**config.mk**
```make
export PLATFORM = sky130hd
export DESIGN_NAME = tted_mix
export DESIGN_NICKNAME = d
export VERILOG_FILES = /design/src/sv/tted_pkg.sv /design/src/sv/tted_mix.sv
export SDC_FILE = /design/constraint.sdc
export NUM_CORES = 2
export LEC_CHECK = 0
export BUFFER_PORTS_ARGS = -buffer_cell sky130_fd_sc_hd__buf_2
export CAP_MARGIN = 20
export CORE_MARGIN = 2
export CORE_UTILIZATION = 35
export DETAILED_ROUTE_END_ITERATION = 12
export GPL_ROUTABILITY_DRIVEN = 0
export SLEW_MARGIN = 20
export SYNTH_ARGS = -nofsm -noshare
export SYNTH_HDL_FRONTEND = slang
export SYNTH_SLANG_ARGS = --single-unit
export TNS_END_PERCENT = 50
```
**constraint.sdc**
```tcl
create_clock -name i_clk -period 19.65 [get_ports i_clk]
set_input_delay 1.965 -clock i_clk [delete_from_list [all_inputs] [get_ports i_clk]]
set_output_delay 1.965 -clock i_clk [all_outputs]
set_load 0.005 [all_outputs]
```
**src/sv/tted_pkg.sv**
```systemverilog
`timescale 1ns / 1ps
// ----------------------------------------------------------------------------
// tted_pkg
// Shared widths, register indexes, mixing constants and pipeline types for
// the three-tap echo delay.
// ----------------------------------------------------------------------------
package tted_pkg;

    localparam int SAMPLE_W   = 16;
    localparam int OUT_W      = 18;
    localparam int DELAY_W    = 16;
    localparam int GAIN_W     = 17;
    localparam int CFG_IDX_W  = 2;
    localparam int CFG_DATA_W = 17;

    localparam logic [CFG_IDX_W-1:0] REG_DELAY_LENGTH = 2'd0;
    localparam logic [CFG_IDX_W-1:0] REG_ECHO_GAIN    = 2'd1;

    localparam logic [GAIN_W-1:0] GAIN_UNITY = 17'd65536;

    // weighted tap sum 6*s1 + 3*s2 + 2*s3
    localparam int WSUM_W    = 20;
    localparam int PROD_W    = 37;
    localparam int GAIN_FRAC = 16;
    localparam int SHIFT_W   = PROD_W - GAIN_FRAC;

    // floor(v / 6) via bias to non-negative, reciprocal multiply, unbias
    localparam int UNS_W       = 20;
    localparam int RECIP_W     = 21;
    localparam int RPROD_W     = 41;
    localparam int RECIP_SHIFT = 23;
    localparam int QUO_W       = 17;
    localparam logic [RECIP_W-1:0]        RECIP_SIX  = 21'd1398102;
    localparam logic signed [SHIFT_W-1:0] FLOOR_BIAS = 21'sd360450;
    localparam logic signed [OUT_W-1:0]   QUO_BIAS   = 18'sd60075;

    typedef logic signed [SAMPLE_W-1:0] t_sample;
    typedef logic signed [OUT_W-1:0]    t_mixed;

    typedef struct packed {
        logic en2;
        logic en3;
        logic en4;
    } t_pipe_en;

endpackage

```
**src/sv/tted_mix.sv**
```systemverilog
`timescale 1ns / 1ps
// ----------------------------------------------------------------------------
// tted_mix
// Echo mixer: weights the three taps by the gain, floors the sum divided by
// 6 * 65536 and adds the dry sample. Three registered stages.
// ----------------------------------------------------------------------------
module tted_mix (
    input  logic                        i_clk,
    input  tted_pkg::t_pipe_en          i_en,
    input  tted_pkg::t_sample           i_tap1,
    input  tted_pkg::t_sample           i_tap2,
    input  tted_pkg::t_sample           i_tap3,
    input  tted_pkg::t_sample           i_dry,
    input  logic [tted_pkg::GAIN_W-1:0] i_gain,
    output tted_pkg::t_mixed            o_mixed
);

    logic signed [tted_pkg::WSUM_W-1:0]  w_t1;
    logic signed [tted_pkg::WSUM_W-1:0]  w_t2;
    logic signed [tted_pkg::WSUM_W-1:0]  w_t3;
    logic signed [tted_pkg::WSUM_W-1:0]  w_wsum;
    logic signed [tted_pkg::PROD_W-1:0]  w_prod;
    logic signed [tted_pkg::SHIFT_W-1:0] w_shift;
    logic signed [tted_pkg::SHIFT_W-1:0] w_biased;
    logic [tted_pkg::RPROD_W-1:0]        w_rprod;
    logic [tted_pkg::QUO_W-1:0]          w_quo;
    tted_pkg::t_mixed                    w_dry_ext;
    tted_pkg::t_mixed                    w_quo_ext;
    tted_pkg::t_mixed                    w_y;

    logic signed [tted_pkg::PROD_W-1:0]  r_prod;
    tted_pkg::t_sample                   r_dry2;
    logic [tted_pkg::RPROD_W-1:0]        r_rprod;
    tted_pkg::t_sample                   r_dry3;
    tted_pkg::t_mixed                    r_y;

    // stage 2: 6*s1 + 3*s2 + 2*s3, times gain
    assign w_t1   = tted_pkg::WSUM_W'(i_tap1);
    assign w_t2   = tted_pkg::WSUM_W'(i_tap2);
    assign w_t3   = tted_pkg::WSUM_W'(i_tap3);
    assign w_wsum = (w_t1 <<< 2) + (w_t1 <<< 1) + (w_t2 <<< 1) + w_t2 + (w_t3 <<< 1);
    assign w_prod = tted_pkg::PROD_W'(w_wsum)
                  * tted_pkg::PROD_W'($signed({1'b0, i_gain}));

    // stage 3: floor by 65536, bias non-negative, times reciprocal of 6
    assign w_shift  = $signed(r_prod[tted_pkg::PROD_W-1:tted_pkg::GAIN_FRAC]);
    assign w_biased = w_shift + tted_pkg::FLOOR_BIAS;
    assign w_rprod  = tted_pkg::RPROD_W'(w_biased[tted_pkg::UNS_W-1:0])
                    * tted_pkg::RPROD_W'(tted_pkg::RECIP_SIX);

    // stage 4: unbias and add the dry sample
    assign w_quo     = r_rprod[tted_pkg::RECIP_SHIFT +: tted_pkg::QUO_W];
    assign w_dry_ext = tted_pkg::OUT_W'(r_dry3);
    assign w_quo_ext = $signed({1'b0, w_quo});
    assign w_y       = w_dry_ext + w_quo_ext - tted_pkg::QUO_BIAS;

    always_ff @(posedge i_clk) begin
        if (i_en.en2) begin
            r_prod <= w_prod;
            r_dry2 <= i_dry;
        end
        if (i_en.en3) begin
            r_rprod <= w_rprod;
            r_dry3  <= r_dry2;
        end
        if (i_en.en4) begin
            r_y <= w_y;
        end
    end

    assign o_mixed = r_y;

endmodule

```
==> out/qor.csv <==
metric,value,unit
# diodes,0,
met1 WL,23920,um
"EDFF count, synth",87,
die height,269.1,um
first-pass GRT wire length,87220,um
DR iter-0 viols,625,
asr flop ratio synth,0,
number of routed nets with antenna violations,0,
mapped cell area,24590,sq um
Worst R2R Setup Slack,11.05,ns
TritonCTS clock tree,done,
cells on worst reg2reg path,27,
Area contributors post-synth,"fa_1 41%, ha_1 17%, inv_1 12%, edfxtp_1 11%, and2_1 4.3%",
Setup TNS,0,ns
Total Wirelength,51160,um
nets,3506,
root buf cell,clkbuf_16,
DR vias/cell,4.456,
Synth Register Bits,87,
crit path time final,11.76,ns
initial antenna violation count,3,
total CTS buffers,9,
CTS sink count,87,
Crit Path Category,input port to register,
most common cell in the netlist,inv_1,
layout cells sized above 1,0.05862,
Fin. Hold Viols,0,
Fmax,85.06,MHz
Reg area,2613,sq um
GR Overflow Total,0,
final setup violation count,0,
most frequent cells after synthesis,"784 x inv_1, 508 x fa_1, 325 x ha_1",
met3 WL,1447,um
All-Layer GR Usage,0.1524,
fill cell total of the finished layout,7033,
TritonRoute pass-1 iters,5,
number of max-cap violations,0,
vias in the first global route,17280,
Worst setup SP type,input port,
area of the multi-input gates,18850,sq um
Via Count,15740,
hold slack,0.4215,ns
post_cts resized,0,
critical path's largest stage delay,0.73,ns
FP Rows,97,
Ys Warns,0,
sequential share of the synthesized area,0.1062,
Ports,103,
nature of the critical path endpoint,register,
hold-fix buffers at CTS,0,
"most used cell, CP",fa_1,
Post-DP HPWL,44070,um
RSZ-0062 raised after global routing,false,
Worst path slowest cell,nor3_2,
Clock Skews,0.01050,ns
"Slew Viols, Final",0,
Starting Density,0.3524,
Worst-Skew Late Latency,0.38,ns
"Area growth, synth to finish",7.946,%
worst path required time,19.78,ns
"Reg clk slew, reported paths",0.07,ns
top layer reached by signal wires,met5,
Slew headroom,0.2680,
Mapped Nets,3428,
drt drc,0,
Netlist cell types,53,
Tcrit/Tclk final,0.5983,
pin count of the biggest net entering global routing,37,
pre-CTS setup slack,7.227,ns
Post-Syn Instances,2510,
share of the synthesized area in the top cell type,0.4135,
ys flop type,edfxtp_1,
critical path arrival,11.88,ns
Die X,269.1,um
status,"finished, final reports clean",
Avg Inst Size Synth,9.799,sq um
die footprint,72410,sq um
Hold Crit Class,register to register,
Worst-Margin Slew,1.090,ns
Port Buf Inserts,102,
Yosys top cell by area,fa_1,
drt wl/cell,14.48,um
Worst Hold Depth,0,
setup slack after layout,7.893,ns
H-tree levels,3,
CTS Buffer Depth,2,
routed wl met2,24860,um
CORE AREA,69790,sq um
crit path max fanout,17,
post-CTS setup buffer count,0,
-- flip-flops by register name, summed over array words and instances (netlist names) --
signal,cells
o_mixed,18
r_dry2,16
r_dry3,16
r_prod,20
r_rprod,17
-- stage by stage --
stage | instance area, sq um | utilization | std cells
finish | 26550 | 0.3804 | 3533
global route | 26550 | 0.3804 | 3533
CTS | 26540 | 0.3803 | 3533
detailed placement | 26240 | 0.3761 | 3517
global placement | 26240 | 0.3761 | 3517
floorplan | 24590 | - | 2510
-- final cells by class --
| cell class | count | area share |
|---|---|---|
| Clock buffer | 9 | 0.008483 |
| Inverter | 784 | 0.1108 |
| Clock inverter | 7 | 0.002733 |
| Timing Repair Buffer | 123 | 0.02517 |
| Multi-Input combinational cell | 1583 | 0.7101 |
| Sequential cell | 87 | 0.09840 |
| Tap cell | 940 | 0.04430 |
-- cells in the final DEF, fill, tap and decap left out, types with 11 or more instances in the layout --
cell type and n:
xnor2_1 81, buf_2 102, nor2b_1 26, nand3_1 15
nand2b_1 27, edfxtp_1 87, and2_1 170, fa_1 508
o21ai_0 24, nand2_1 147, a21oi_1 43, nor3_1 17
nor2_1 41, ha_1 325, xor2_1 25, a21o_1 11
buf_4 21, o21a_1 11, inv_1 784
-- critical path: cells and delay by family --
family          cells  cell delay [ns]
buf+inv             9             0.48
simple gates        8             2.17
compound gates      9             2.04
fa+ha+maj          11             5.09
xor+xnor            1             0.13
-- layer usage --
metal / up-vias / global-route usage
met5: - / 0
met4: 2 / 0.03529
met3: 53 / 0.01306
met2: 238 / 0.2683
met1: 7855 / 0.2032
li1: 7596 / -
-- cells by family after synthesis --
logic type,synth area share
buffers and inverters,0.1282
adders and majority gates,0.5788
and+or+nand+nor,0.1065
AOI/OAI and AO/OA,0.04146
xor gates and xnor gates,0.03882
DFF,0.1062
-- worst paths after layout --
path / to / from
setup / recovery: r_prod[31] / i_tap1[2]
hold / removal: r_dry3[11] / r_dry2[11]
setup reg to reg: r_rprod[39] / r_prod[17]
hold reg to reg: r_dry3[11] / r_dry2[11]
Power is not shown: default switching activity piles up to over one toggle a cycle in this logic, so the estimate is an artifact.
