==> src/sv/tted_pkg.sv <==
`timescale 1ns / 1ps
// ----------------------------------------------------------------------------
// tted_pkg
// Shared widths, register indexes, mixing constants and pipeline types for
// the three-tap echo delay.
// ----------------------------------------------------------------------------
package tted_pkg;

    localparam int SAMPLE_W   = 16;
    localparam int OUT_W      = 18;
    localparam int DELAY_W    = 16;
    localparam int GAIN_W     = 17;
    localparam int CFG_IDX_W  = 2;
    localparam int CFG_DATA_W = 17;

    localparam logic [CFG_IDX_W-1:0] REG_DELAY_LENGTH = 2'd0;
    localparam logic [CFG_IDX_W-1:0] REG_ECHO_GAIN    = 2'd1;

    localparam logic [GAIN_W-1:0] GAIN_UNITY = 17'd65536;

    // weighted tap sum 6*s1 + 3*s2 + 2*s3
    localparam int WSUM_W    = 20;
    localparam int PROD_W    = 37;
    localparam int GAIN_FRAC = 16;
    localparam int SHIFT_W   = PROD_W - GAIN_FRAC;

    // floor(v / 6) via bias to non-negative, reciprocal multiply, unbias
    localparam int UNS_W       = 20;
    localparam int RECIP_W     = 21;
    localparam int RPROD_W     = 41;
    localparam int RECIP_SHIFT = 23;
    localparam int QUO_W       = 17;
    localparam logic [RECIP_W-1:0]        RECIP_SIX  = 21'd1398102;
    localparam logic signed [SHIFT_W-1:0] FLOOR_BIAS = 21'sd360450;
    localparam logic signed [OUT_W-1:0]   QUO_BIAS   = 18'sd60075;

    typedef logic signed [SAMPLE_W-1:0] t_sample;
    typedef logic signed [OUT_W-1:0]    t_mixed;

    typedef struct packed {
        logic en2;
        logic en3;
        logic en4;
    } t_pipe_en;

endpackage

==> src/sv/tted_tapmod.sv <==
`timescale 1ns / 1ps
// ----------------------------------------------------------------------------
// tted_tapmod
// Tap offset unit: clamps the base delay and reduces the three tap delays
// D+1, 2D+1, 3D+1 modulo the history depth by reciprocal multiplication,
// a quotient step followed by a remainder step per update.
// ----------------------------------------------------------------------------
module tted_tapmod #(
    parameter int HISTORY_DEPTH  = 262144,
    parameter int MAX_BASE_DELAY = 65535
) (
    input  logic                             i_clk,
    input  logic                             i_rst_n,
    input  logic                             i_start,
    input  logic [tted_pkg::DELAY_W-1:0]     i_delay,
    output logic                             o_busy,
    output logic [$clog2(HISTORY_DEPTH)-1:0] o_off1,
    output logic [$clog2(HISTORY_DEPTH)-1:0] o_off2,
    output logic [$clog2(HISTORY_DEPTH)-1:0] o_off3
);

    localparam int AW = $clog2(HISTORY_DEPTH);
    localparam int TW = $clog2(3 * MAX_BASE_DELAY + 2);
    localparam int MW = TW + 2;
    localparam int RW = TW + AW;
    localparam int PW = RW + TW;
    // ceil(2^RW / depth); exact quotient for any tap below 2^TW
    localparam longint unsigned RECIP =
        ((64'd1 << RW) + 64'(HISTORY_DEPTH) - 64'd1) / 64'(HISTORY_DEPTH);

    logic                         r_busy;
    logic                         r_phase;
    logic [TW-1:0]                r_t [3];
    logic [TW-1:0]                r_q [3];
    logic [AW-1:0]                r_off [3];
    logic [PW-1:0]                w_prod [3];
    logic [TW-1:0]                w_q [3];
    logic [RW-1:0]                w_rem [3];
    logic [tted_pkg::DELAY_W-1:0] w_dclamp;
    logic [TW-1:0]                w_d;

    assign w_dclamp = (32'(i_delay) > 32'(MAX_BASE_DELAY)) ?
                      tted_pkg::DELAY_W'(MAX_BASE_DELAY) : i_delay;
    assign w_d      = TW'(w_dclamp);

    always_comb begin
        for (int k = 0; k < 3; k++) begin
            w_prod[k] = PW'(r_t[k]) * PW'(MW'(RECIP));
            w_q[k]    = w_prod[k][RW +: TW];
            w_rem[k]  = RW'(r_t[k]) - RW'(r_q[k]) * RW'(HISTORY_DEPTH);
        end
    end

    always_ff @(posedge i_clk) begin
        if (i_start) begin
            r_t[0] <= w_d + TW'(1);
            r_t[1] <= (w_d << 1) + TW'(1);
            r_t[2] <= (w_d << 1) + w_d + TW'(1);
        end
        if (r_busy && !r_phase) begin
            for (int k = 0; k < 3; k++) begin
                r_q[k] <= w_q[k];
            end
        end
    end

    always_ff @(posedge i_clk) begin
        if (!i_rst_n) begin
            r_busy  <= 1'b0;
            r_phase <= 1'b0;
            for (int k = 0; k < 3; k++) begin
                r_off[k] <= AW'(1);
            end
        end else if (i_start) begin
            r_busy  <= 1'b1;
            r_phase <= 1'b0;
        end else if (r_busy) begin
            if (!r_phase) begin
                r_phase <= 1'b1;
            end else begin
                for (int k = 0; k < 3; k++) begin
                    r_off[k] <= w_rem[k][AW-1:0];
                end
                r_busy <= 1'b0;
            end
        end
    end

    assign o_busy = r_busy;
    assign o_off1 = r_off[0];
    assign o_off2 = r_off[1];
    assign o_off3 = r_off[2];

endmodule

==> config.mk <==
export PLATFORM = sky130hd
export DESIGN_NAME = tted_tapmod
export DESIGN_NICKNAME = d
export VERILOG_FILES = /design/src/sv/tted_pkg.sv /design/src/sv/tted_tapmod.sv
export SDC_FILE = /design/constraint.sdc
export NUM_CORES = 1
export LEC_CHECK = 0
export BUFFER_PORTS_ARGS = -buffer_cell sky130_fd_sc_hd__buf_2
export CELL_PAD_IN_SITES_DETAIL_PLACEMENT = 2
export CELL_PAD_IN_SITES_GLOBAL_PLACEMENT = 2
export CORE_MARGIN = 3
export CORE_UTILIZATION = 35
export DETAILED_ROUTE_END_ITERATION = 6
export PLACE_DENSITY_LB_ADDON = 0.15
export SYNTH_ARGS = -nofsm -noshare
export SYNTH_HDL_FRONTEND = slang
export SYNTH_SLANG_ARGS = --single-unit
export TNS_END_PERCENT = 30
==> constraint.sdc <==
create_clock -name i_clk -period 5.14 [get_ports i_clk]
set_clock_uncertainty 0.15 [all_clocks]
set_input_delay 1.028 -clock i_clk [delete_from_list [all_inputs] [get_ports i_clk]]
set_output_delay 1.028 -clock i_clk [all_outputs]
set_load 0.02 [all_outputs]
==> results of run 1 <==
==> critical path, delay by kind of cell <==
| family | cells | cell delay [ns] |
|---|---|---|
| compound gates | 4 | 0.86 |
| fa+ha+maj | 1 | 0.42 |
| xor+xnor | 1 | 0.18 |
| buf+inv | 1 | 0.13 |
==> layer usage <==
metal | GRT usage | vias up | part of all wire
met5 | 0 | - | 0
met4 | 0.0623 | 0 | 0.019
met3 | 0.0316 | 12 | 0.037
met2 | 0.238 | 50 | 0.49
met1 | 0.195 | 1333 | 0.46
li1 | - | 1296 | -
==> layout make-up <==
type                       count  share of cell area
timing repair buffer          73              0.0697
multi-input combinational    202               0.267
antenna                        1            0.000468
clock inverter                 5             0.00491
clock buffer                  11              0.0435
tap                          172              0.0402
inverter                       8             0.00561
sequential                   102               0.568
==> power breakdown <==
group          switching (µW)  internal [µW]  total (µW)
logic                     136           70.4         207
registers                15.8            983         999
clock network             285            324         609
total                     437           1380        1810
==> logic make-up after synthesis <==
kind of cell	share of synthesized area
XOR/XNOR	0.0538
AND/OR/NAND/NOR	0.130
AO/OA/AOI/OAI	0.0686
buffers and inverters	0.0230
adder cells (fa/ha/maj)	0.0538
other	0.00165
multiplexers	0.00219
flip-flops	0.667
==> per-stage QoR <==
stage	std cells	hold slack [ns]
6_report	574	0.371
5_1_grt	573	0.387
4_1_cts	573	0.376
3_5_place_dp	557	0.357
3_3_place_gp	557	0.334
2_1_floorplan	325	0.313
==> layout by cell type, fill, tap and decap left out, drive strengths merged, types with 2 or more instances in the layout <==
cell type | synthesis | routed
clkbuf | 6 | 11
nor2b | 2 | 2
o21bai | 2 | 2
o31ai | 2 | 2
xnor2 | 15 | 15
nand2 | 23 | 23
dfxtp | 2 | 2
xor2 | 13 | 13
conb | 2 | 3
inv | 8 | 8
nand4 | 3 | 3
a21oi | 21 | 21
nor2 | 9 | 9
nand2b | 4 | 4
clkinv | 0 | 5
ha | 18 | 18
a31oi | 2 | 2
and3 | 8 | 8
o21ai | 13 | 13
and2 | 49 | 49
buf | 7 | 73
edfxtp | 100 | 100
nand3 | 3 | 3
==> state kept, by name, summed over array words and instances, names as in the netlist <==
register  count
r_off        50
r_t          50
o_busy        1
r_phase       1
==> synth_stat cells, types with 2 or more instances <==
master and number:
xor2_1 13, xnor2_1 15, conb_1 2, inv_1 8, clkbuf_2 2, nand2_1 23
and3_1 7, buf_4 6, ha_1 18, nand2b_1 4, a31oi_1 2, dfxtp_1 2
nand4_1 3, o21ai_0 12, nor2_1 8, and2_1 49, nand3_1 3, edfxtp_1 100
clkbuf_1 4, a21oi_1 20
==> path summary, 6_finish.rpt <==
check	startpoint	end	slack, ns	depth (start not counted)
worst max register to register	o_busy	r_off[0][16]	2.93	3
worst min register to register	r_t[0][36]	r_off[0][36]	0.37	1
worst min-delay path	r_t[0][36]	r_off[0][36]	0.37	1
worst max-delay path	i_delay[6]	r_t[0][52]	2.46	7
==> results.ini, run 1 <==
[outcome]
outcome = finished clean

[flow_run]
cap_violations = 0

[die]
die_h_um = 120
ios = 74
coreArea_um2 = 12700
die_area_um2 = 14400
rows = 41
initial_core_util = 0.360
die_w_um = 120

[sta]
tns_ns = 0
timing.fmax_ghz = 0.374
period_needed_ns = 2.68
hold_violations = 0
post-route-period-util = 0.521
setup_viol = 0
layout_setup_ws_ns = 2.46
maxSlewViolCount = 0
worst_pin_slew_ns = 0.842
slew_headroom = 0.437
rsz0062_at_grt = false

[critical_path]
startpoint_type = input port
crit_required_ns = 5.08
crit_path_max_fanout = 8
worstPathCellList = buf_2 -> ha_1 -> a21oi_1 -> o21ai_0 -> a21oi_1 -> o21ai_0 -> xor2_1
endpoint_kind = flip-flop
cpPeakStageDelay_ns = 0.42
cp_slowest_cell = ha_1
worstPathArrival_ns = 2.61
crit_type = input port to flip-flop

[clock_tree]
clockBufferDepth = 2
numCtsBuffers = 9
htree_num_levels = 3
clock_sinks = 102
clockRootBuffer = clkbuf_16
cts-resized-gates = 0
clkTransAtPathRegs_ns = 0.06
clkLatencyLatePin_ns = 0.35
cts_setup_buffers = 0
cts.hold.buffers_added = 0
cts_tree = built

[final_layout]
nNetsFinal = 434
final_layout_size_suffix_gt1_frac = 0.239
multi_input_area_um2 = 1430
areaGrowthSynthToFinish_pct = 17.4
regArea_um2 = 3040
fin_area_um2 = 5350
final_util = 0.422
fill_cells = 1318

[power]
power_uw = 1810
ir_drop_mv = 0.191
leakage_uw = 0.00211
power_density_nw_per_um2 = 339

[drt]
num_vias = 2691
first_pass_iters = 4
remaining_drc_errors = 0
ant_nets = 0
drt_iter0_markers = 137
viasPerCell = 4.69
wl_mm = 10.2
wl_per_cell_um = 17.7

[placed_design]
dpl.hpwl_mm = 7.34
place_area_um2 = 5090
io_buffer_count = 70
dp_slack_ns = 2.04
gp_congestion = 0.802

[yosys]
synth_edf_count = 100
ys.flop_type = edfxtp_1
ys_ff_latch = 102
synth_top_area_share = 0.658
synth_area_um2 = 4560
synth_area_leaders = edfxtp_1, and2_1, ha_1
synth_cell_types = 43
synth.avg_cell_area_um2 = 14.1
yosys_warnings = 0
synthArstFlopShare = 0
yosysSeqAreaShare = 0.667
synth_top_area_cell = edfxtp_1
synth_cells = 324

[grt]
gr-total-overflow = 0
grt_max_degree = 53
track_usage = 0.148
grt_pass1_wl_mm = 16.1
grt_pass1_vias = 2846
antenna_found_initial = 1

[min_path]
min_path_type = flip-flop to flip-flop

No activity file was read; power rests on OpenSTA's default activity.
==> run 2: changes to the inputs <==
==> constraint.sdc (replaced) <==
create_clock -name i_clk -period 2.6 [get_ports i_clk]
set_clock_uncertainty 0.15 [all_clocks]
set_input_delay 0.52 -clock i_clk [delete_from_list [all_inputs] [get_ports i_clk]]
set_output_delay 0.52 -clock i_clk [all_outputs]
set_load 0.02 [all_outputs]
==> run 2 against run 1 <==
Compared with the run above: total power rose by 100%; cell area rose by 0.94%; register-to-register slack got worse by 1.9 ns; sequential power rose by 97%; critical path type unchanged; combinational power rose by 100%.
==> results.ini, run 2 (same netlist as run 1, synthesis figures left out) <==
[outcome]
outcome = finished clean

[power]
leakage_uw = 0.00213  ; +1.1%
seq_power_share = 0.531  ; -0.019
power_uw = 3710  ; +100%
pwr-share-clk = 0.357  ; +0.021
ir_drop_mv = 0.246  ; +28%
internal-power_uw = 2830  ; +110%
switching_share = 0.238  ; -0.00274
switchingPower_uw = 885  ; +100%
combinationalPowerShare = 0.113  ; about the same
power_density_nw_per_um2 = 688  ; +100%

[clock_tree]
cts_setup_buffers = 0  ; unchanged
cts_tree = built
cts.hold.buffers_added = 0  ; unchanged
clockRootBuffer = clkbuf_16
numCtsBuffers = 9  ; unchanged
clock_sinks = 102  ; unchanged
htree_num_levels = 3  ; unchanged
clkTransAtPathRegs_ns = 0.07  ; about the same
clkLatencyLatePin_ns = 0.35  ; about the same
clockBufferDepth = 2  ; unchanged
cts-resized-gates = 0  ; unchanged

[critical_path]
crit_required_ns = 2.54  ; -2.54 ns
crit_path_max_fanout = 8  ; unchanged
startpoint_type = input port
crit_type = input port to flip-flop
worstPathArrival_ns = 2.17  ; -0.44 ns
endpoint_kind = flip-flop

[sta]
timing.fmax_ghz = 0.448
setup_viol = 0  ; unchanged
layout_setup_ws_ns = 0.367  ; -2.10 ns
whs_ns = 0.264  ; -0.108 ns
maxSlewViolCount = 0  ; unchanged
tns_ns = 0  ; unchanged
hold_violations = 0  ; unchanged
slew_headroom = 0.639  ; +0.202
period_needed_ns = 2.23
worst_pin_slew_ns = 0.536  ; -0.306 ns
rsz0062_at_grt = false
post-route-period-util = 0.859

[final_layout]
reg_top3 = r_off x50, r_t x50
fill_cells = 1305  ; -0.99%
multi_input_area_um2 = 1430  ; unchanged
final_common_cell = edfxtp_1
layout.cells.non_filler = 575  ; +0.17%
areaGrowthSynthToFinish_pct = 18.5
num_antenna_cells = 0  ; -1
regArea_um2 = 3040  ; unchanged
nNetsFinal = 436  ; +0.46%
final_layout_size_suffix_gt1_frac = 0.243  ; +0.00377
final_cell_mix = edfxtp_1, buf_2, and2_1

[placed_design]
gp_congestion = 0.795  ; -0.97%
dpl.hpwl_mm = 7.56  ; +3.0%
dp_cells = 559  ; +0.36%
io_buffer_count = 70  ; unchanged
dp_slack_ns = 0.0196  ; -2.02 ns

[grt]
grt_pass1_vias = 2995  ; +5.2%
grt_max_degree = 51  ; -3.8%
antenna_found_initial = 0  ; -1
gr-total-overflow = 0  ; unchanged
track_usage = 0.156  ; +0.00713
grt_pass1_wl_mm = 17.0  ; +5.2%

[drt]
remaining_drc_errors = 0  ; unchanged
ant_nets = 0  ; unchanged
first_pass_iters = 4  ; unchanged
wl_per_cell_um = 18.1  ; +2.3%
viasPerCell = 4.78  ; +1.9%
num_vias = 2748  ; +2.1%
drt_iter0_markers = 203  ; +48%
wl_mm = 10.4  ; +2.5%

[flow_run]
cap_violations = 0  ; unchanged

[die]
ios = 74  ; unchanged
die_h_um = 120  ; unchanged
die_area_um2 = 14400  ; unchanged
rows = 41  ; unchanged
coreArea_um2 = 12700  ; unchanged
initial_core_util = 0.360  ; unchanged
die_w_um = 120  ; unchanged

[min_path]
min_path_type = input port to flip-flop

[run 2: cell types whose count changed in the layout (fill, tap and decap cells not counted), sizes merged]
cell and change:
diode -1, clkbuf +1, buf +2, bufinv +1
clkinv -2
[run 2: worst paths after layout]
check,startpoint,end,slack (ns),cells past startpoint
max,i_delay[6],r_t[0][52],0.37,7
min,i_delay[3],r_t[0][22],0.26,1
max reg2reg,r_phase,r_off[0][33],1.06,3
min reg2reg,o_busy,r_phase,0.37,2
[run 2: power by group through the flow]
stage / combinational, µW / sequential (µW) / clock (µW)
after floorplan: 223 / 2040 / 0
after global placement: 411 / 2010 / 0
after detailed placement: 423 / 2010 / 0
after CTS: 426 / 1970 / 1360
after global routing: 466 / 1990 / 1420
final: 418 / 1970 / 1320
[run 2: area by class of cell]
class | count | area share
Sequential cell | 102 | 0.563
Multi-Input combinational cell | 202 | 0.265
Timing Repair Buffer | 75 | 0.0741
Clock buffer | 12 | 0.0438
Tap cell | 172 | 0.0398
Clock inverter | 4 | 0.00880
Inverter | 8 | 0.00556
[run 2: routing by layer]
layer	up-vias	wire, µm	track usage	part of all wire
met5	-	0	0	0
met4	0	170	0.0580	0.016
met3	10	444	0.0353	0.043
met2	54	5140	0.249	0.49
met1	1379	4680	0.207	0.45
li1	1305	-	-	-
[run 2: stage by stage]
stage	util	area, µm²
2_1_floorplan	-	4570
3_3_place_gp	0.404	5120
3_5_place_dp	0.404	5120
4_1_cts	0.426	5400
5_1_grt	0.426	5400
6_report	0.426	5400
[run 2: worst max-delay path, cell delays in order]
cell     delay [ns]
buf_2          0.14
ha_1           0.44
a21oi_1        0.24
o21ai_0        0.11
a21oi_1        0.32
o21ai_0        0.22
xor2_1         0.18
